<file path="src/hdl/sed_pkg.sv">
// Shared types, codes and helper functions for the string escape decoder.
package sed_pkg;

   typedef enum logic [2:0] {
      M_IDLE   = 3'd0,
      M_ESC    = 3'd1,
      M_OCT    = 3'd2,
      M_HEX2   = 3'd3,
      M_HEX4   = 3'd4,
      M_XBRACE = 3'd5,
      M_OFIRST = 3'd6,
      M_OBRACE = 3'd7
   } mode_type;

   localparam logic [2:0] ST_OK        = 3'd0;
   localparam logic [2:0] ST_UNKNOWN   = 3'd1;
   localparam logic [2:0] ST_TRUNC     = 3'd2;
   localparam logic [2:0] ST_EMPTY     = 3'd3;
   localparam logic [2:0] ST_NO_BRACE  = 3'd4;
   localparam logic [2:0] ST_TRAIL_BSL = 3'd5;

   localparam logic [7:0] CH_BSL    = 8'h5c;
   localparam logic [7:0] CH_LBRACE = 8'h7b;
   localparam logic [7:0] CH_RBRACE = 8'h7d;
   localparam logic [7:0] CH_X_LO   = 8'h78;
   localparam logic [7:0] CH_X_UP   = 8'h58;
   localparam logic [7:0] CH_O_LO   = 8'h6f;
   localparam logic [7:0] CH_ESCAPE = 8'h1b;

   typedef struct packed {
      logic [7:0] byte_out;
      logic [2:0] status;
      logic       last_out;
   } result_type;

   // up to two results per request, packed from slot0
   typedef struct packed {
      logic [1:0] count;
      result_type slot0;
      result_type slot1;
   } dec_out_type;

   typedef struct packed {
      logic       valid;
      logic [3:0] value;
   } digit_type;

   function automatic digit_type hex_digit(input logic [7:0] c);
      digit_type d;
      d.valid = 1'b1;
      d.value = 4'd0;
      if (c >= 8'h30 && c <= 8'h39) begin
         d.value = c[3:0];
      end else if ((c >= 8'h61 && c <= 8'h66) || (c >= 8'h41 && c <= 8'h46)) begin
         d.value = 4'(c[2:0] + 3'd1) + 4'd8;
      end else begin
         d.valid = 1'b0;
      end
      return d;
   endfunction

   function automatic logic is_oct(input logic [7:0] c);
      return (c >= 8'h30 && c <= 8'h37);
   endfunction

endpackage

</file>
<file path="src/hdl/sed_if.sv">
// Valid/ready channel interfaces for requests and results.
interface sed_req_if;
   logic       valid;
   logic       ready;
   logic [7:0] char_in;
   logic       end_mark;
   modport source (output valid, output char_in, output end_mark, input ready);
   modport sink   (input valid, input char_in, input end_mark, output ready);
endinterface

interface sed_rsp_if;
   logic       valid;
   logic       ready;
   logic [7:0] byte_out;
   logic [2:0] status;
   logic       last_out;
   modport source (output valid, output byte_out, output status, output last_out, input ready);
   modport sink   (input valid, input byte_out, input status, input last_out, output ready);
endinterface

</file>
<file path="src/hdl/string_escape_decoder_top.sv">
// Top level of the C string escape decoder.
//
// Requests arrive on req_if (valid/ready): one source character in char_in,
// or a terminator with end_mark set. Results leave on rsp_if (valid/ready):
// decoded byte_out, a status code and last_out on the terminator's NUL.
// A request is registered in the input stage, decoded there against the
// escape state, and its zero, one or two results enter a four-entry queue
// whose head drives rsp_if.
// Throughput: one request per cycle while results are taken; a request that
// yields two results (terminator after an open escape, or a character that
// ends a numeric escape and is itself output) sends them one after another
// through the single result port.
// Reset clears the escape state, the input stage and the queue.
// When the receiver stalls, the queue fills and req_if.ready drops once it
// cannot take two more results; no result is lost or reordered.
module string_escape_decoder_top
   import sed_pkg::*;
#(
   parameter int EXT_HEX_DIGITS = 17,
   parameter int EXT_OCT_DIGITS = 16
) (
   input  logic      clock,
   input  logic      reset,
   sed_req_if.sink   req_if,
   sed_rsp_if.source rsp_if
);

   logic        in_valid_ff;
   logic [7:0]  in_char_ff;
   logic        in_end_ff;
   logic        room;
   logic        advance;
   dec_out_type dec_out;

   assign advance      = in_valid_ff && room;
   assign req_if.ready = !in_valid_ff || advance;

   always_ff @(posedge clock) begin
      if (reset) begin
         in_valid_ff <= 1'b0;
      end else if (req_if.ready) begin
         in_valid_ff <= req_if.valid;
      end
   end

   always_ff @(posedge clock) begin
      if (req_if.ready && req_if.valid) begin
         in_char_ff <= req_if.char_in;
         in_end_ff  <= req_if.end_mark;
      end
   end

   sed_decode #(
      .EXT_HEX_DIGITS (EXT_HEX_DIGITS),
      .EXT_OCT_DIGITS (EXT_OCT_DIGITS)
   ) u_decode (
      .clock    (clock),
      .reset    (reset),
      .step     (advance),
      .char_in  (in_char_ff),
      .end_mark (in_end_ff),
      .dec_out  (dec_out)
   );

   sed_queue u_queue (
      .clock     (clock),
      .reset     (reset),
      .push      (advance),
      .push_data (dec_out),
      .room      (room),
      .rsp_if    (rsp_if)
   );

endmodule

</file>
<file path="src/hdl/sed_decode.sv">
// Escape decoder: mode/value state and the per-character decode logic.
module sed_decode
   import sed_pkg::*;
#(
   parameter int EXT_HEX_DIGITS = 17,
   parameter int EXT_OCT_DIGITS = 16
) (
   input  logic        clock,
   input  logic        reset,
   input  logic        step,
   input  logic [7:0]  char_in,
   input  logic        end_mark,
   output dec_out_type dec_out
);

   localparam logic [4:0] HEX_LIMIT = 5'(EXT_HEX_DIGITS);
   localparam logic [4:0] OCT_LIMIT = 5'(EXT_OCT_DIGITS);

   mode_type   mode_ff, mode_in;
   logic [7:0] acc_ff, acc_in;
   logic       ovf_ff, ovf_in;
   logic [4:0] cnt_ff, cnt_in;

   digit_type  hd;
   logic [7:0] acc_hex, acc_oct;
   logic       ovf_hex, ovf_oct;
   logic [4:0] cnt_inc;
   logic       flush_v;
   result_type flush_r;
   result_type f, s;
   logic       fv, sv;

   assign hd      = hex_digit(char_in);
   assign acc_hex = {acc_ff[3:0], hd.value};
   assign ovf_hex = ovf_ff | (acc_ff[7:4] != 4'd0);
   assign acc_oct = {acc_ff[4:0], char_in[2:0]};
   assign ovf_oct = ovf_ff | (acc_ff[7:5] != 3'd0);
   assign cnt_inc = cnt_ff + 5'd1;

   // result of closing a pending escape without a proper ending character
   always_comb begin
      flush_v = 1'b1;
      flush_r = '{byte_out: acc_ff, status: (ovf_ff ? ST_TRUNC : ST_OK), last_out: 1'b0};
      case (mode_ff)
         M_IDLE: flush_v = 1'b0;
         M_ESC:  flush_r = '{byte_out: CH_BSL, status: ST_TRAIL_BSL, last_out: 1'b0};
         M_OCT:  ;
         M_HEX2, M_HEX4: begin
            if (cnt_ff == 5'd0) flush_r = '{byte_out: CH_X_LO, status: ST_EMPTY, last_out: 1'b0};
         end
         M_XBRACE: flush_r = '{byte_out: CH_X_LO,
                               status: (cnt_ff == 5'd0) ? ST_EMPTY : ST_NO_BRACE,
                               last_out: 1'b0};
         M_OFIRST: flush_r = '{byte_out: CH_O_LO, status: ST_OK, last_out: 1'b0};
         M_OBRACE: flush_r = '{byte_out: CH_O_LO,
                               status: (cnt_ff == 5'd0) ? ST_EMPTY : ST_NO_BRACE,
                               last_out: 1'b0};
         default: flush_v = 1'b0;
      endcase
   end

   always_comb begin
      logic restart;
      logic emit;
      logic [7:0] e_acc;
      logic       e_ovf;
      restart = 1'b0;
      emit    = 1'b0;
      e_acc   = acc_ff;
      e_ovf   = ovf_ff;
      mode_in = mode_ff;
      acc_in  = acc_ff;
      ovf_in  = ovf_ff;
      cnt_in  = cnt_ff;
      fv      = 1'b0;
      sv      = 1'b0;
      f       = flush_r;
      s       = '{byte_out: char_in, status: ST_OK, last_out: 1'b0};

      if (end_mark) begin
         fv = flush_v;
         sv = 1'b1;
         s  = '{byte_out: 8'h00, status: ST_OK, last_out: 1'b1};
         mode_in = M_IDLE;
         acc_in  = 8'h00;
         ovf_in  = 1'b0;
         cnt_in  = 5'd0;
      end else begin
         case (mode_ff)
            M_IDLE: begin
               if (char_in == CH_BSL) mode_in = M_ESC;
               else sv = 1'b1;
            end
            M_ESC: begin
               mode_in = M_IDLE;
               acc_in  = 8'h00;
               ovf_in  = 1'b0;
               cnt_in  = 5'd0;
               sv      = 1'b1;
               case (char_in)
                  8'h61: s.byte_out = 8'h07;
                  8'h62: s.byte_out = 8'h08;
                  8'h66: s.byte_out = 8'h0c;
                  8'h6e: s.byte_out = 8'h0a;
                  8'h72: s.byte_out = 8'h0d;
                  8'h74: s.byte_out = 8'h09;
                  8'h76: s.byte_out = 8'h0b;
                  8'h65: s.byte_out = CH_ESCAPE;
                  8'h22, 8'h3f, 8'h27, CH_BSL: ;
                  CH_X_LO: begin sv = 1'b0; mode_in = M_HEX2; end
                  CH_X_UP: begin sv = 1'b0; mode_in = M_HEX4; end
                  CH_O_LO: begin sv = 1'b0; mode_in = M_OFIRST; end
                  default: begin
                     if (is_oct(char_in)) begin
                        sv      = 1'b0;
                        mode_in = M_OCT;
                        acc_in  = {5'd0, char_in[2:0]};
                        cnt_in  = 5'd1;
                     end else begin
                        s.status = ST_UNKNOWN;
                     end
                  end
               endcase
            end
            M_OCT: begin
               if (is_oct(char_in)) begin
                  acc_in = acc_oct;
                  ovf_in = ovf_oct;
                  cnt_in = cnt_inc;
                  if (cnt_inc >= 5'd3) begin
                     emit = 1'b1; e_acc = acc_oct; e_ovf = ovf_oct;
                  end
               end else begin
                  restart = 1'b1;
               end
            end
            M_HEX2, M_HEX4: begin
               if (cnt_ff == 5'd0 && char_in == CH_LBRACE) begin
                  mode_in = M_XBRACE;
               end else if (hd.valid) begin
                  acc_in = acc_hex;
                  ovf_in = ovf_hex;
                  cnt_in = cnt_inc;
                  if (cnt_inc >= ((mode_ff == M_HEX4) ? 5'd4 : 5'd2)) begin
                     emit = 1'b1; e_acc = acc_hex; e_ovf = ovf_hex;
                  end
               end else begin
                  restart = 1'b1;
               end
            end
            M_XBRACE: begin
               if (hd.valid && cnt_ff < HEX_LIMIT) begin
                  acc_in = acc_hex;
                  ovf_in = ovf_hex;
                  cnt_in = cnt_inc;
               end else if (char_in == CH_RBRACE) begin
                  emit = 1'b1;
               end else begin
                  restart = 1'b1;
               end
            end
            M_OFIRST: begin
               if (char_in == CH_LBRACE) mode_in = M_OBRACE;
               else restart = 1'b1;
            end
            M_OBRACE: begin
               if (is_oct(char_in) && cnt_ff < OCT_LIMIT) begin
                  acc_in = acc_oct;
                  ovf_in = ovf_oct;
                  cnt_in = cnt_inc;
               end else if (char_in == CH_RBRACE) begin
                  emit = 1'b1;
               end else begin
                  restart = 1'b1;
               end
            end
            default: begin
               mode_in = M_IDLE;
               acc_in  = 8'h00;
               ovf_in  = 1'b0;
               cnt_in  = 5'd0;
               if (char_in == CH_BSL) mode_in = M_ESC;
               else sv = 1'b1;
            end
         endcase

         if (emit) begin
            fv = 1'b1;
            // closing brace with no digits gives the escape letter
            if (mode_ff == M_XBRACE && cnt_ff == 5'd0)
               f = '{byte_out: CH_X_LO, status: ST_EMPTY, last_out: 1'b0};
            else if (mode_ff == M_OBRACE && cnt_ff == 5'd0)
               f = '{byte_out: CH_O_LO, status: ST_EMPTY, last_out: 1'b0};
            else
               f = '{byte_out: e_acc, status: (e_ovf ? ST_TRUNC : ST_OK), last_out: 1'b0};
            mode_in = M_IDLE;
            acc_in  = 8'h00;
            ovf_in  = 1'b0;
            cnt_in  = 5'd0;
         end

         if (restart) begin
            fv      = flush_v;
            acc_in  = 8'h00;
            ovf_in  = 1'b0;
            cnt_in  = 5'd0;
            if (char_in == CH_BSL) mode_in = M_ESC;
            else begin
               mode_in = M_IDLE;
               sv      = 1'b1;
            end
         end
      end
   end

   always_comb begin
      dec_out.count = {1'b0, fv} + {1'b0, sv};
      dec_out.slot0 = fv ? f : s;
      dec_out.slot1 = s;
   end

   always_ff @(posedge clock) begin
      if (reset) begin
         mode_ff <= M_IDLE;
         acc_ff  <= 8'h00;
         ovf_ff  <= 1'b0;
         cnt_ff  <= 5'd0;
      end else if (step) begin
         mode_ff <= mode_in;
         acc_ff  <= acc_in;
         ovf_ff  <= ovf_in;
         cnt_ff  <= cnt_in;
      end
   end

   // the terminator always closes the string and leaves no escape pending
   a_end_idle: assert property (@(posedge clock) disable iff (reset)
      step && end_mark |=> mode_ff == M_IDLE && cnt_ff == 5'd0)
      else $error("escape state not cleared after terminator");

   a_end_last: assert property (@(posedge clock) disable iff (reset)
      step && end_mark |-> dec_out.count != 2'd0 &&
         ((dec_out.count == 2'd1 && dec_out.slot0.last_out) ||
          (dec_out.count == 2'd2 && dec_out.slot1.last_out && !dec_out.slot0.last_out)))
      else $error("terminator result not marked last");

endmodule

</file>
<file path="src/hdl/sed_queue.sv">
// Four-entry result queue taking up to two results per cycle.
module sed_queue
   import sed_pkg::*;
(
   input  logic        clock,
   input  logic        reset,
   input  logic        push,
   input  dec_out_type push_data,
   output logic        room,
   sed_rsp_if.source   rsp_if
);

   result_type  mem [4];
   logic [1:0]  wr_ff, wr_in;
   logic [1:0]  rd_ff, rd_in;
   logic [2:0]  count_ff, count_in;
   logic        pop;
   logic [1:0]  push_n;

   assign pop    = rsp_if.valid && rsp_if.ready;
   assign push_n = push ? push_data.count : 2'd0;
   // two free slots after this cycle's pop
   assign room   = (count_ff - {2'd0, pop}) <= 3'd2;

   assign rsp_if.valid    = count_ff != 3'd0;
   assign rsp_if.byte_out = mem[rd_ff].byte_out;
   assign rsp_if.status   = mem[rd_ff].status;
   assign rsp_if.last_out = mem[rd_ff].last_out;

   assign wr_in    = wr_ff + push_n;
   assign rd_in    = rd_ff + {1'b0, pop};
   assign count_in = count_ff - {2'd0, pop} + {1'b0, push_n};

   always_ff @(posedge clock) begin
      if (push_n != 2'd0) mem[wr_ff] <= push_data.slot0;
      if (push_n == 2'd2) mem[wr_ff + 2'd1] <= push_data.slot1;
   end

   always_ff @(posedge clock) begin
      if (reset) begin
         wr_ff    <= 2'd0;
         rd_ff    <= 2'd0;
         count_ff <= 3'd0;
      end else begin
         wr_ff    <= wr_in;
         rd_ff    <= rd_in;
         count_ff <= count_in;
      end
   end

   a_no_overflow: assert property (@(posedge clock) disable iff (reset)
      push |-> room && (count_ff - {2'd0, pop} + {1'b0, push_n}) <= 3'd4)
      else $error("result queue overflow");

   a_ptr_count: assert property (@(posedge clock) disable iff (reset)
      count_ff <= 3'd4 && (count_ff[1:0] == 2'(wr_ff - rd_ff)))
      else $error("result queue pointers and count disagree");

endmodule

</file>
<file path="src/flat_wrapper.sv">
// flat-port wrapper written by rule: the top's interface ports become plain ports
module string_escape_decoder_top_flat import sed_pkg::*;
#(
   parameter int EXT_HEX_DIGITS = 17,
   parameter int EXT_OCT_DIGITS = 16
)
  (clock, reset, req_if_valid, req_if_char_in, req_if_end_mark, req_if_ready, rsp_if_valid, rsp_if_byte_out, rsp_if_status, rsp_if_last_out, rsp_if_ready);
  sed_req_if req_if_i ();
  sed_rsp_if rsp_if_i ();
  input  logic clock;
  input  logic reset;
  input wire logic [$bits(req_if_i.valid)-1:0] req_if_valid;
  input wire logic [$bits(req_if_i.char_in)-1:0] req_if_char_in;
  input wire logic [$bits(req_if_i.end_mark)-1:0] req_if_end_mark;
  output wire logic [$bits(req_if_i.ready)-1:0] req_if_ready;
  output wire logic [$bits(rsp_if_i.valid)-1:0] rsp_if_valid;
  output wire logic [$bits(rsp_if_i.byte_out)-1:0] rsp_if_byte_out;
  output wire logic [$bits(rsp_if_i.status)-1:0] rsp_if_status;
  output wire logic [$bits(rsp_if_i.last_out)-1:0] rsp_if_last_out;
  input wire logic [$bits(rsp_if_i.ready)-1:0] rsp_if_ready;
  assign req_if_i.valid = req_if_valid;
  assign req_if_i.char_in = req_if_char_in;
  assign req_if_i.end_mark = req_if_end_mark;
  assign req_if_ready = req_if_i.ready;
  assign rsp_if_valid = rsp_if_i.valid;
  assign rsp_if_byte_out = rsp_if_i.byte_out;
  assign rsp_if_status = rsp_if_i.status;
  assign rsp_if_last_out = rsp_if_i.last_out;
  assign rsp_if_i.ready = rsp_if_ready;
  string_escape_decoder_top #(.EXT_HEX_DIGITS(EXT_HEX_DIGITS), .EXT_OCT_DIGITS(EXT_OCT_DIGITS)) u_core (.clock(clock), .reset(reset), .req_if(req_if_i), .rsp_if(rsp_if_i));
endmodule
</file>
<file path="config.mk">
export PLATFORM = sky130hd
export DESIGN_NAME = string_escape_decoder_top_flat
export DESIGN_NICKNAME = d
export VERILOG_FILES = /design/src/hdl/sed_pkg.sv /design/src/hdl/sed_if.sv /design/src/hdl/string_escape_decoder_top.sv /design/src/hdl/sed_decode.sv /design/src/hdl/sed_queue.sv /design/src/flat_wrapper.sv
export SDC_FILE = /design/constraint.sdc
export NUM_CORES = 1
export LEC_CHECK = 0
export ABC_AREA = 1
export ABC_CLOCK_PERIOD_IN_PS = 9100
export BUFFER_PORTS_ARGS = -buffer_cell sky130_fd_sc_hd__buf_2
export CAP_MARGIN = 10
export CORE_UTILIZATION = 40
export CTS_BUF_LIST = sky130_fd_sc_hd__clkbuf_2 sky130_fd_sc_hd__clkbuf_4 sky130_fd_sc_hd__clkbuf_8
export CTS_CLUSTER_SIZE = 14
export DETAILED_ROUTE_END_ITERATION = 7
export HOLD_SLACK_MARGIN = 0.03
export SYNTH_ARGS = -nofsm -noshare
export SYNTH_HDL_FRONTEND = slang
export SYNTH_HIERARCHICAL = 1
export SYNTH_SLANG_ARGS = --single-unit
export TNS_END_PERCENT = 20
</file>
<file path="constraint.sdc">
create_clock -name clock -period 9.1 [get_ports clock]
set_input_delay 1.82 -clock clock [delete_from_list [all_inputs] [get_ports clock]]
set_output_delay 1.82 -clock clock [all_outputs]
set_load 0.02 [all_outputs]
</file>
### Word level (Yosys, flattened, before mapping)

Memories as Yosys holds them, arrays and structs flattened. A register that Yosys moved wholly into a read port is not among the register bits.
Cells that the tools add are included.

| word-level totals | value |
|---|---|
| bits in registers | 34 |
| bits in writable memories | 48 |
| input bits | 13 |
| logic and storage cells | 206 |
| memories kept | 1 |

| cells by class | value |
|---|---|
| add/subtract/negate cells | 9 |
| $lt $le $gt $ge | 12 |
| equality and inequality tests | 33 |
| muxes and demuxes | 110 |
| bitwise gates (word level) | 2 |
| reduce and logical (&&, ||, !) cells | 29 |

Memories:

| name | depth | bits a word | read ports | clocked after memory_dff | wr ports | line | text |
|---|---|---|---|---|---|---|---|
| u_core.u_queue.mem | 4 | 12 | 1 | 1 | 2 | sed_queue.sv:13 | `result_type mem [4];` |

Operator list:

| cell | number |
|---|---|
| 8-bit by 7-bit == test with 1-bit output (second input constant) | 14 |
| 8-bit 2-to-1 mux | 13 |
| 12-bit 2-to-1 mux | 6 |
| 8-bit one-hot mux with 8 select lines | 1 |
| 12-bit one-hot mux with 5 select lines | 1 |
| 1-bit 2-to-1 mux | 51 |
| 5-bit 2-to-1 mux | 8 |
| 5-bit by 4-bit inequality test with 1-bit output (second input constant) | 8 |
| 8-bit one-hot mux with 5 select lines | 1 |
| 3-bit 2-to-1 mux | 10 |
| 5-bit one-hot mux with 5 select lines | 1 |
| 8-bit by 6-bit == test with 1-bit output (second input constant) | 3 |
| 3-bit one-hot mux with 4 select lines | 2 |
| 11-bit 2-to-1 mux | 2 |
| 8-bit by 7-bit >= comparator with 1-bit output (second input constant) | 2 |
| 8-bit by 6-bit <= comparator with 1-bit output (second input constant) | 2 |
| 8-bit by 7-bit <= comparator with 1-bit output (second input constant) | 2 |
| 8-bit one-hot mux with 2 select lines | 1 |
| 15-bit OR reduction | 1 |
| 3-bit == test (second input constant) | 4 |
| 1-bit logical AND | 12 |
| 12-bit OR reduction | 1 |
| 5-bit less-than comparator (second input constant) | 2 |
| 2-bit 2-to-1 mux | 5 |
| other kinds (34) | 42 |

### Longest topological paths before layout

Gate-level depths: netlist of run 1.

| depth | value |
|---|---|
| depth in word-level cells | 17 |
| gate-level depth with buffers | 27 |
| depth with buffers taken out | 26 |

### Modules after synthesis

Netlist of run 1, hierarchy kept.

Modules (own cells, without submodules):

| module | instances | cells each | area an instance (um2) | sequential area each (um2) |
|---|---|---|---|---|
| sed_queue | 1 | 368 | 3021.6 | 1581.5 |
| sed_decode | 1 | 530 | 2871.5 | 340.3 |
| string_escape_decoder_top | 1 | 17 | 325.3 | 290.3 |

### Worst setup path after synthesis of run 1

No wires, ideal clock.

| timing path | value |
|---|---|
| path kind | input port to output port |
| start point | input rsp_if_ready |
| end point | output req_if_ready |
| arrival | 2.811 ns |
| data required time | 7.280 ns |
| slack | 4.469 ns |
| stages on the path | 9 |
| buffers on the path | 0 |
| cells stage by stage | and2_1 ha_1 ha_1 inv_1 nand2_1 nand2_1 o21a_1 inv_1 nand2_2 |

| between the ends | value |
|---|---|
| word-level cells in the longest chain between the ends | 5 |

Ends and longest elaborated chain:

| item | line | text |
|---|---|---|
| start: declaration | flat_wrapper.sv:20 | `input wire logic [$bits(rsp_if_i.ready)-1:0] rsp_if_ready;` |
| 1-bit logical AND | sed_queue.sv:20 | `assign pop = rsp_if.valid && rsp_if.ready;` |
| 3-bit by 1-bit subtractor with 3-bit output | sed_queue.sv:23 | `assign room = (count_ff - {2'd0, pop}) <= 3'd2;` |
| 3-bit by 2-bit <= comparator with 1-bit output | sed_queue.sv:23 |  |
| named net u_core.room | string_escape_decoder_top.sv:31 | `logic room;` |
| 1-bit logical AND | string_escape_decoder_top.sv:35 | `assign advance = in_valid_ff && room;` |
| 1-bit logical OR | string_escape_decoder_top.sv:36 | `assign req_if.ready = !in_valid_ff \|\| advance;` |
| end: declaration | flat_wrapper.sv:15 | `output wire logic [$bits(req_if_i.ready)-1:0] req_if_ready;` |

The timed path passes the listed nets, and every way through them passes these cells.

==> summary.md, run 1 <==
| Metric | Value |
|---|---|
| Largest family of logic cells by synthesized area | `simple AND/OR/NAND/NOR gates` |
| GPL Wtd Cong | `0.937` |
| Setup Fix Bufs, Post-CTS | `0` |
| Mean post-synth cell area | `a little under 7 µm²` |
| Placed cell areas | `about 6400 µm²` |
| Compound-cell area share of the yosys netlist | `roughly 15%` |
| Slew Limit Fails | `0` |
| Type of origin of the critical path | `primary input` |
| Critical path type | `primary input to flop` |
| CP required | `9.10 ns` |
| Simple-gate area share of the yosys netlist | `between 30% and 40%` |
| TritonCTS clock tree | `yes` |
| Setup violations, final | `0` |
| Die area | `approximately 16000 µm²` |
| Hold WS | `0.500 ns` |
| DRT Wirelength | `18000 µm` |
| First-pass GRT wire length | `~29000 µm` |
| Setup ws final | `3.35 ns` |
| CTS Buffer Depth | `2` |
| Hpwl dp | `approximately 14000 µm` |
| Ratio of final minimum period to clock period | `between 60 and 70%` |
| Util after Layout | `~44%` |
| Min-Delay Path Class | `flop to flop` |
| Post-CTS sizing | `0` |
| Cell area after layout | `around 6600 µm²` |
| Most frequent cells in the layout | `257 x nand2_1, 111 x nand3_1, 107 x inv_1` |
| Initial DRC Count | `roughly 500` |
| Setup TNS | `0 ns` |
| Synth Warn # | `6` |
| Pin count of the biggest net entering global routing | `53` |
| Hold EP | `u_core/in_valid_ff` |
| Hold Path Depth | `2` |
| Io pins | `27` |
| Synth Register Bits | `just over 80` |
| Worst Min Path Start | `u_core/in_valid_ff` |
| RSZ-0062 raised after global routing | `no` |
| Worst Max-Slew Pin Slew | `approximately 1.1 ns` |
| Most crowded layer after global routing | `met2` |
| CTS Sinks | `82` |
| WP data arrival | `5.75 ns` |
| Port bufs | `26` |
| Starting Density | `between 40% and 50%` |
| Worst reg2reg setup slack | `3.68 ns` |
| Avg Vias per Cell | `5.49` |
| Gr usage total | `23.2%` |
| Pwr Density | `roughly 280 nW/µm²` |
| P&R area growth vs syn | `6.64%` |
| CTS hold repair buffers | `0` |
| Register area share after synthesis | `between 30% and 40%` |
| Maximum clock frequency | `~170 MHz` |
| Chip Height | `about 130 µm` |
| Nets@finish | `between 900 and 1000` |
| Clock Skew | `0.00704 ns` |
| Final min period | `about 5.8 ns` |
| Core Rows | `45` |
| Die width | `127 µm` |
| Drt first pass iters | `6` |
| Post-Synth Adder-Cell Area | `~3.3%` |
| CP Max Fanout | `52` |
| Met1 GRT Util | `29.9%` |
| Post-synthesis mux area share | `0%` |
| Syn Inst Count | `915` |
| Tot Pwr | `1.87 mW` |
| Global routing usage on met2 | `between 30% and 40%` |
| Core area | `~15000 µm²` |
| Total congestion overflow | `0` |
| Wire length per cell | `between 15 and 20 µm` |
| H-tree levels | `3` |
| Antenna Cells | `0` |
| Residual DRC | `0` |
| Yosys cell types | `48` |
| Reg-to-reg startpoint | `u_core/u_decode/cnt_ff[0]` |
| Status | `finished clean` |
| Relative slew slack | `between 20% and 30%` |
| Root buf cell | `clkbuf_8` |
| Crit path capture type | `flop` |
| M3 GR Usage | `approximately 3.4%` |
| Placed Cells | `1094` |
| Fin. Hold Viols | `0` |
| Finished Layout Cells | `between 1000 and 1500` |
| Vias in the first global route | `~5400` |
| CTS Buf Count | `9` |
| Leading cell type in the layout, fill and taps excluded | `nand2_1` |
| Peak supply drop | `roughly 0.099 mV` |
| FF-to-FF End | `u_core/u_queue/mem[0][1]` |
| Pleak | `roughly 3.0 nW` |
| Synth Area in XOR/XNOR | `less than 1%` |
| Max-cap viol count | `0` |
| Skew-Pair Late Insertion Delay | `about 0.37 ns` |
| DR vias | `approximately 6100` |
| Worst-case reg-to-reg path depth | `16` |
| Worst-path clk slew | `around 0.080 ns` |
| Initial antenna violation count | `0` |
| Post-DRT Antenna Nets | `0` |
| Pre-CTS setup slack | `approximately 3 ns` |
| Layout cells sized above 1 | `9.00%` |
| Mapped Area | `between 6000 and 7000 µm²` |
[cells by family after synthesis]
kind of cell    Yosys count
xor+xnor                  5
compound gates          161
buf+inv                 158
flops                    82
simple gates            492
fa+ha+maj                16
other cells               1
[power breakdown]
| group | internal [mW] | switching [mW] |
|---|---|---|
| sequential | 0.503 | 0.0630 |
| clock | 0.154 | 0.137 |
| combinational | 0.288 | 0.722 |
| total | 0.945 | 0.922 |
[synth_stat cells (all sizes together)]
master	number	area (µm²)
o211ai	18	135
xor2	4	35.0
o2111ai	4	35.0
o21ai	63	323
nor3	12	71.3
o31ai	1	7.51
edfxtp	57	1710
clkinv	1	3.75
o221ai	3	26.3
nand4	8	56.3
conb	1	3.75
clkbuf	11	41.3
o22ai	7	43.8
inv	115	432
nand2	267	1050
nor2	89	400
nand3b	1	7.51
o21a	2	15.0
a22oi	1	7.51
o21bai	1	7.51
ha	15	188
buf	31	178
xnor2	1	8.76
a21boi	1	7.51
dfxtp	25	500
a21oi	57	300
nand3	113	576
a31oi	3	18.8
and2	1	6.26
nor4	1	6.26
fa	1	20.0
[layer usage]
layer  vias up  share of wire, %
met3        29               6.1
met2       254                48
met5         -                 0
li1       3034                 -
met4         0               2.4
met1      2776                43
[registers in the layout, summed over array words and instances, names as in the netlist]
register and cells:
u_core/in_char_ff 8, u_core/in_end_ff 1, u_core/in_valid_ff 1, u_core/u_decode/acc_ff 8
u_core/u_decode/cnt_ff 5, u_core/u_decode/mode_ff 3, u_core/u_decode/ovf_ff 1, u_core/u_queue/count_ff 3
u_core/u_queue/mem 48, u_core/u_queue/rd_ff 2, u_core/u_queue/wr_ff 2
[worst max-delay path, cell delays in order]
cell and delay (ns):
buf_2 0.09, and2_1 0.17, ha_1 0.19, ha_1 0.21
inv_1 0.08, nand2_1 0.05, nand2_1 0.07, o21a_1 0.15
nand2_1 0.06, inv_1 0.59, nand2_2 0.23, nor2_4 0.82
nand2_1 0.49, o21ai_1 0.72
[how the worst max path moves through the flow]
| stage | start | end | slack (ns) |
|---|---|---|---|
| 2_1_floorplan | rsp_if_ready | req_if_ready | 4.47 |
| 3_3_place_gp | rsp_if_ready | u_core/u_queue/mem[0][8] | 3.12 |
| 3_5_place_dp | rsp_if_ready | u_core/u_queue/mem[0][8] | 2.99 |
| 4_1_cts | rsp_if_ready | u_core/u_queue/mem[0][1] | 3.40 |
| 5_1_grt | rsp_if_ready | u_core/u_queue/mem[0][8] | 2.81 |
| 6_report | rsp_if_ready | u_core/u_queue/mem[0][1] | 3.35 |
[layout make-up]
class,instances,area [µm²]
multi-input combinational,676,3360
timing repair buffer,32,175
fill,1636,8570
inverter,116,435
clock inverter,7,93.8
clock buffer,9,124
tap,188,235
sequential,82,2210
Note: power is estimated with default switching activity, not from simulation.
==> run 2, diff against run 1 <==
ABC_CLOCK_PERIOD_IN_PS = 5000   (was 9100)
clock period = 5 ns   (was 9.1 ns; I/O delays follow)
==> summary.md, run 2 (synthesis results as in run 1) <==
| Metric | Value |
|---|---|
| Setup TNS | `0 ns` |
| Clk network pwr share | `a little over an eighth` |
| Most frequent cells in the layout | `257 x nand2_1, 111 x nand3_1, 107 x inv_1` |
| Vias in the first global route | `roughly 5500` |
| Sw Share | `50.1%` |
| Skew-Pair Late Insertion Delay | `around 0.38 ns` |
| Die area | `~16000 µm²` |
| Largest register by flop count | `u_core/u_queue/mem` |
| CTS Buf Count | `9` |
| WP data arrival | `between 4 and 5 ns` |
| Gr usage total | `between 20% and 30%` |
| Crit path capture type | `flop` |
| Routed wire length on met2 | `8410 µm` |
| P&R area growth vs syn | `7.38%` |
| Cell area after layout | `around 6700 µm²` |
| RSZ-0062 raised after global routing | `no` |
| CTS Sinks | `82` |
| Min-Delay Path Class | `flop to flop` |
| Critical path type | `flop to flop` |
| Initial DRC Count | `between 500 and 600` |
| Worst-path clk slew | `about 0.090 ns` |
| Max reg flops | `48` |
| P_sw | `about 1.7 mW` |
| # fillers | `roughly 1600` |
| Die width | `between 100 and 150 µm` |
| Slew Limit Fails | `0` |
| Crit path max-delay cell type | `o21ai_1` |
| Initial antenna violation count | `0` |
| Clock Skew | `slightly above 0.007 ns` |
| First-pass GRT wire length | `roughly 29000 µm` |
| CTS Buffer Depth | `2` |
| Comb pwr share | `between 50% and 60%` |
| Hpwl dp | `~14000 µm` |
| Setup Fix Bufs, Post-CTS | `0` |
| Antenna Cells | `0` |
| Max-cap viol count | `0` |
| DRT Wirelength | `18100 µm` |
| Pleak | `~3 nW` |
| Peak supply drop | `~0.18 mV` |
| DR vias | `5972` |
| Power Internal | `between 1.5 and 2 mW` |
| CP required | `between 5 and 6 ns` |
| Post-CTS sizing | `0` |
| Drt first pass iters | `5` |
| Most used cell, CP | `nand2_1` |
| Total congestion overflow | `0` |
| Post-DRT Antenna Nets | `0` |
| Core Rows | `45` |
| Ratio of final minimum period to clock period | `~90%` |
| Placed cell areas | `approximately 6500 µm²` |
| Root buf cell | `clkbuf_8` |
| Chip Height | `~130 µm` |
| Starting Density | `roughly two fifths` |
| Type of origin of the critical path | `flop` |
| H-tree levels | `3` |
| Io pins | `27` |
| Core area | `15200 µm²` |
| CP Max Fanout | `18` |
| Pin count of the biggest net entering global routing | `29` |
| Nets@finish | `958` |
| Status | `finished clean` |
| CTS hold repair buffers | `0` |
| TritonCTS clock tree | `yes` |
| Flop pwr share | `31.3%` |
| Avg Vias per Cell | `between 5 and 6` |
| Worst Max-Slew Pin Slew | `around 1.0 ns` |
| Maximum clock frequency | `roughly 230 MHz` |
| Final min period | `between 4 and 5 ns` |
| Port bufs | `26` |
| Pwr Density | `499 nW/µm²` |
| WL met3 | `1030 µm` |
| Top Registers | `u_core/u_queue/mem: 48 flops, u_core/in_char_ff: 8 flops, u_core/u_decode/acc_ff: 8 flops` |
| Relative slew slack | `30.3%` |
| Util after Layout | `a little over two fifths` |
| Hold WS | `between 0.5 and 0.6 ns` |
| Worst-path cell chain | `inv_1 > ha_1 > inv_1 > nor2_1 > nor3_1 > nand2_1 > nand2_1 > inv_1 > nand2_1 > nand3_2 > nor3_4 > nor2_4 > ha_1 > nor2_4 > nand2_1 > o21ai_1` |
| Wire length per cell | `between 15 and 20 µm` |
| Leading cell type in the layout, fill and taps excluded | `nand2_1` |
| GPL Wtd Cong | `1.00` |
| Fin. Hold Viols | `0` |
| Layout cells sized above 1 | `10.1%` |
| Setup violations, final | `0` |
| Max Used Layer | `met4` |
| Largest stage delay on the critical path | `roughly 0.60 ns` |
| Residual DRC | `0` |
| Wl on met1 | `between 8000 and 9000 µm` |
-- run 2: metal layers --
metal,track usage [%],up-vias
met3,3.50,37
met4,11.0,0
met1,31.0,2646
li1,-,3060
met2,39.0,229
met5,0,-
-- run 2: path summary, 6_finish.rpt --
kind	start	end	slack, ns	depth (start not counted)
hold reg to reg	u_core/in_valid_ff	u_core/in_valid_ff	0.50	2
setup / recovery	u_core/u_decode/cnt_ff[0]	u_core/u_queue/mem[1][6]	0.63	16
setup reg to reg	u_core/u_decode/cnt_ff[0]	u_core/u_queue/mem[1][6]	0.63	16
hold / removal	u_core/in_valid_ff	u_core/in_valid_ff	0.50	2
-- run 2: layout make-up --
cell class              instances  area [µm²]  share of cell area, %
clock buffers                  10         131                   1.97
clock inverters                 6        42.5                  0.637
inverters                     116         435                   6.52
multi-input cells             676        3360                   50.3
flip-flops and latches         82        2210                   33.1
well taps                     188         235                   3.52
repair buffers                 44         265                   3.97
-- run 2: worst max-delay path, delay by kind of cell (launching register included) --
kind	cells	cell delay [ns]
simple gates	10	1.86
fa+ha+maj	2	0.70
compound gates	1	0.60
flops	1	0.47
buf+inv	3	0.35
-- run 2: per-stage QoR --
step	total power, mW	cells	worst slack, ns
after global placement	2.88	1106	0.811
after detailed placement	2.88	1106	0.678
after global routing	3.61	1122	0.299
after floorplan	2.37	916	1.04
final	3.33	1122	0.630
after CTS	3.33	1122	0.663
-- run 2: power by group through the flow --
stage	clock (mW)	combinational, mW	sequential, mW
3_3_place_gp	0	1.82	1.06
2_1_floorplan	0	1.38	0.987
6_report	0.445	1.84	1.04
4_1_cts	0.465	1.83	1.04
3_5_place_dp	0	1.82	1.06
5_1_grt	0.487	2.06	1.06
==> run 3, diff against run 2 <==
ABC_CLOCK_PERIOD_IN_PS = 4200   (was 5000)
CORE_MARGIN = 3   (was unset)
clock period = 4.2 ns   (was 5 ns; I/O delays follow)
==> summary.md, run 3 (synthesis results as in run 1) <==
| Metric | Value |
|---|---|
| Status | `finished clean` |
| Fin. Hold Viols | `0` |
| P&R area growth vs syn | `8.21%` |
| RSZ-0062 raised after global routing | `no` |
| Top Registers | `u_core/u_queue/mem: 48 flops, u_core/in_char_ff: 8 flops, u_core/u_decode/acc_ff: 8 flops` |
| Most frequent cells in the layout | `257 x nand2_1, 111 x nand3_1, 107 x inv_1` |
| Setup TNS | `0 ns` |
| FF-to-FF End | `u_core/u_queue/mem[3][11]` |
| Gr usage total | `around a fifth` |
| Peak supply drop | `0.219 mV` |
| Nets@finish | `966` |
| Reg-to-reg startpoint | `u_core/in_char_ff[1]` |
| Cell area after layout | `around 6700 µm²` |
| Hold EP | `u_core/in_valid_ff` |
| Core Rows | `44` |
| Crit path buf inv count | `3` |
| Sw Share | `49.1%` |
| Crit path max-delay cell type | `o21ai_0` |
| Critical path type | `flop to flop` |
| P_sw | `1.92 mW` |
| Worst-case reg-to-reg path depth | `19` |
| Die width | `about 130 µm` |
| Pin count of the biggest net entering global routing | `just under 50` |
| Skew-Pair Late Insertion Delay | `roughly 0.38 ns` |
| Residual DRC | `0` |
| Core area | `between 10000 and 15000 µm²` |
| Max reg flops | `48` |
| H-tree levels | `3` |
| Pleak | `3.06 nW` |
| Ratio of final minimum period to clock period | `between 90 and 100%` |
| Min-Delay Path Class | `flop to flop` |
| Root buf cell | `clkbuf_8` |
| CTS Sinks | `82` |
| TritonCTS clock tree | `yes` |
| Worst Min Path Start | `u_core/in_valid_ff` |
| Die area | `between 15000 and 20000 µm²` |
| Relative slew slack | `between 30% and 40%` |
| Type of origin of the critical path | `flop` |
| Largest stage delay on the critical path | `0.50 ns` |
| Top Family by Delay on Critical Path | `simple AND/OR/NAND/NOR gates` |
| Initial antenna violation count | `0` |
| Leading cell type in the layout, fill and taps excluded | `nand2_1` |
| CTS Buffer Depth | `2` |
| Wire length per cell | `approximately 15 µm` |
| Comb pwr share | `between 50 and 60%` |
| # fillers | `approximately 1500` |
| Worst reg2reg setup slack | `0.31 ns` |
| Hpwl dp | `roughly 13000 µm` |
| Clock Skew | `approximately 0.016 ns` |
| Total congestion overflow | `0` |
| Power Internal | `~2.0 mW` |
| GPL Wtd Cong | `about 0.95` |
| Maximum clock frequency | `~260 MHz` |
| CP required | `about 4.3 ns` |
| Initial DRC Count | `around 650` |
| Io pins | `27` |
| Avg Vias per Cell | `between 5 and 6` |
| CTS Buf Count | `9` |
| CP Max Fanout | `12` |
| Setup violations, final | `0` |
| Vias in the first global route | `approximately 5400` |
| Worst-path cell chain | `inv_1 > ha_1 > inv_1 > nor2_1 > nand2_2 > nand3_1 > nand2_2 > nand2_8 > nand2_1 > nand2_1 > nand2_2 > nand2_2 > nand2_4 > nor3_4 > nor2_4 > ha_1 > o21ai_0 > o21ai_1 > buf_4` |
| Port bufs | `26` |
| Clk network pwr share | `13.2%` |
| Max-cap viol count | `0` |
| First-pass GRT wire length | `roughly 28000 µm` |
| Most used cell, CP | `nand2_2` |
| Post-DRT Antenna Nets | `0` |
| Flop pwr share | `between 30 and 40%` |
| Pwr Density | `about 600 nW/µm²` |
| Worst-path clk slew | `about 0.08 ns` |
| WP data arrival | `between 4 and 5 ns` |
| Hold Path Depth | `2` |
| Placed cell areas | `6540 µm²` |
| Crit path capture type | `flop` |
| Slew Limit Fails | `0` |
| DRT Wirelength | `around 17000 µm` |
| Antenna Cells | `0` |
| Drt first pass iters | `6` |
| Final min period | `3.89 ns` |
| Layout cells sized above 1 | `approximately 11%` |
| Chip Height | `131 µm` |
| Worst Max-Slew Pin Slew | `0.919 ns` |
| Starting Density | `41.8%` |
| DR vias | `5973` |
| Largest register by flop count | `u_core/u_queue/mem` |
==> run 3: cell count changes in the layout (fill, tap and decap cells not counted), sizes merged <==
cell	change
clkinvlp	-4
inv	-1
clkbuf	+2
clkinv	+2
buf	+8
==> run 3: per-layer routing <==
metal / GRT usage, % / wire length [µm]
met1: 28.2 / 7850
met2: 34.3 / 8010
met3: 2.48 / 1000
met4: 7.02 / 353
met5: 0 / 0
==> run 3: power groups by stage <==
stage | Sequential (mW) | Combinational [mW] | Clock [mW]
after floorplan | 1.18 | 1.64 | 0
after global placement | 1.22 | 2.15 | 0
after detailed placement | 1.22 | 2.17 | 0
after CTS | 1.20 | 2.18 | 0.534
after global routing | 1.22 | 2.49 | 0.557
final | 1.20 | 2.20 | 0.518
==> run 3: stage by stage <==
stage / setup slack (ns) / power (mW) / utilization (%) / std cells / hold slack [ns]
after CTS: 0.331 / 3.91 / 45.1 / 1123 / 0.497
after floorplan: 0.242 / 2.82 / - / 916 / 0.485
after global placement: 0.403 / 3.37 / 44.0 / 1108 / 0.485
final: 0.306 / 3.92 / 45.3 / 1125 / 0.495
after global routing: 0.0119 / 4.27 / 45.3 / 1125 / 0.531
after detailed placement: 0.345 / 3.39 / 44.0 / 1108 / 0.484
==> run 3: worst register-to-register path: stages, from the launching register on <==
cell	delay, ns
edfxtp_1	0.49
inv_1	0.18
ha_1	0.26
inv_1	0.08
nor2_1	0.13
nand2_2	0.12
nand3_1	0.13
nand2_2	0.12
nand2_8	0.12
nand2_1	0.05
nand2_1	0.10
nand2_2	0.08
nand2_2	0.09
nand2_4	0.08
nor3_4	0.28
nor2_4	0.11
ha_1	0.39
o21ai_0	0.50
o21ai_1	0.10
buf_4	0.22
==> run 3: timing repair <==
item	in CTS	in global routing
hold buffers	0	0
setup buffers	0	2
setup endpoints to repair	0	80
resized for setup	0	2
==> run 3: worst max path at each step <==
stage                                    start  cells after the start                        end  slack [ns]
final                     u_core/in_char_ff[1]                     19  u_core/u_queue/mem[3][11]        0.31
after global routing      u_core/in_char_ff[0]                     21   u_core/u_queue/mem[3][7]        0.01
after CTS                 u_core/in_char_ff[0]                     22   u_core/u_queue/mem[3][5]        0.33
after detailed placement  u_core/in_char_ff[0]                     22   u_core/u_queue/mem[3][3]        0.35
after global placement    u_core/in_char_ff[1]                     19   u_core/u_queue/mem[3][3]        0.40
after floorplan           u_core/in_char_ff[0]                     21   u_core/u_queue/mem[0][0]        0.24
==> run 3: layout make-up <==
class	instances	area, µm²	area share, %
clock buffer	12	146	2.18
clock inverter	3	17.5	0.260
inverter	116	435	6.47
multi-input combinational	676	3360	49.9
sequential	82	2210	32.9
tap	184	230	3.42
timing repair buffer	52	329	4.89
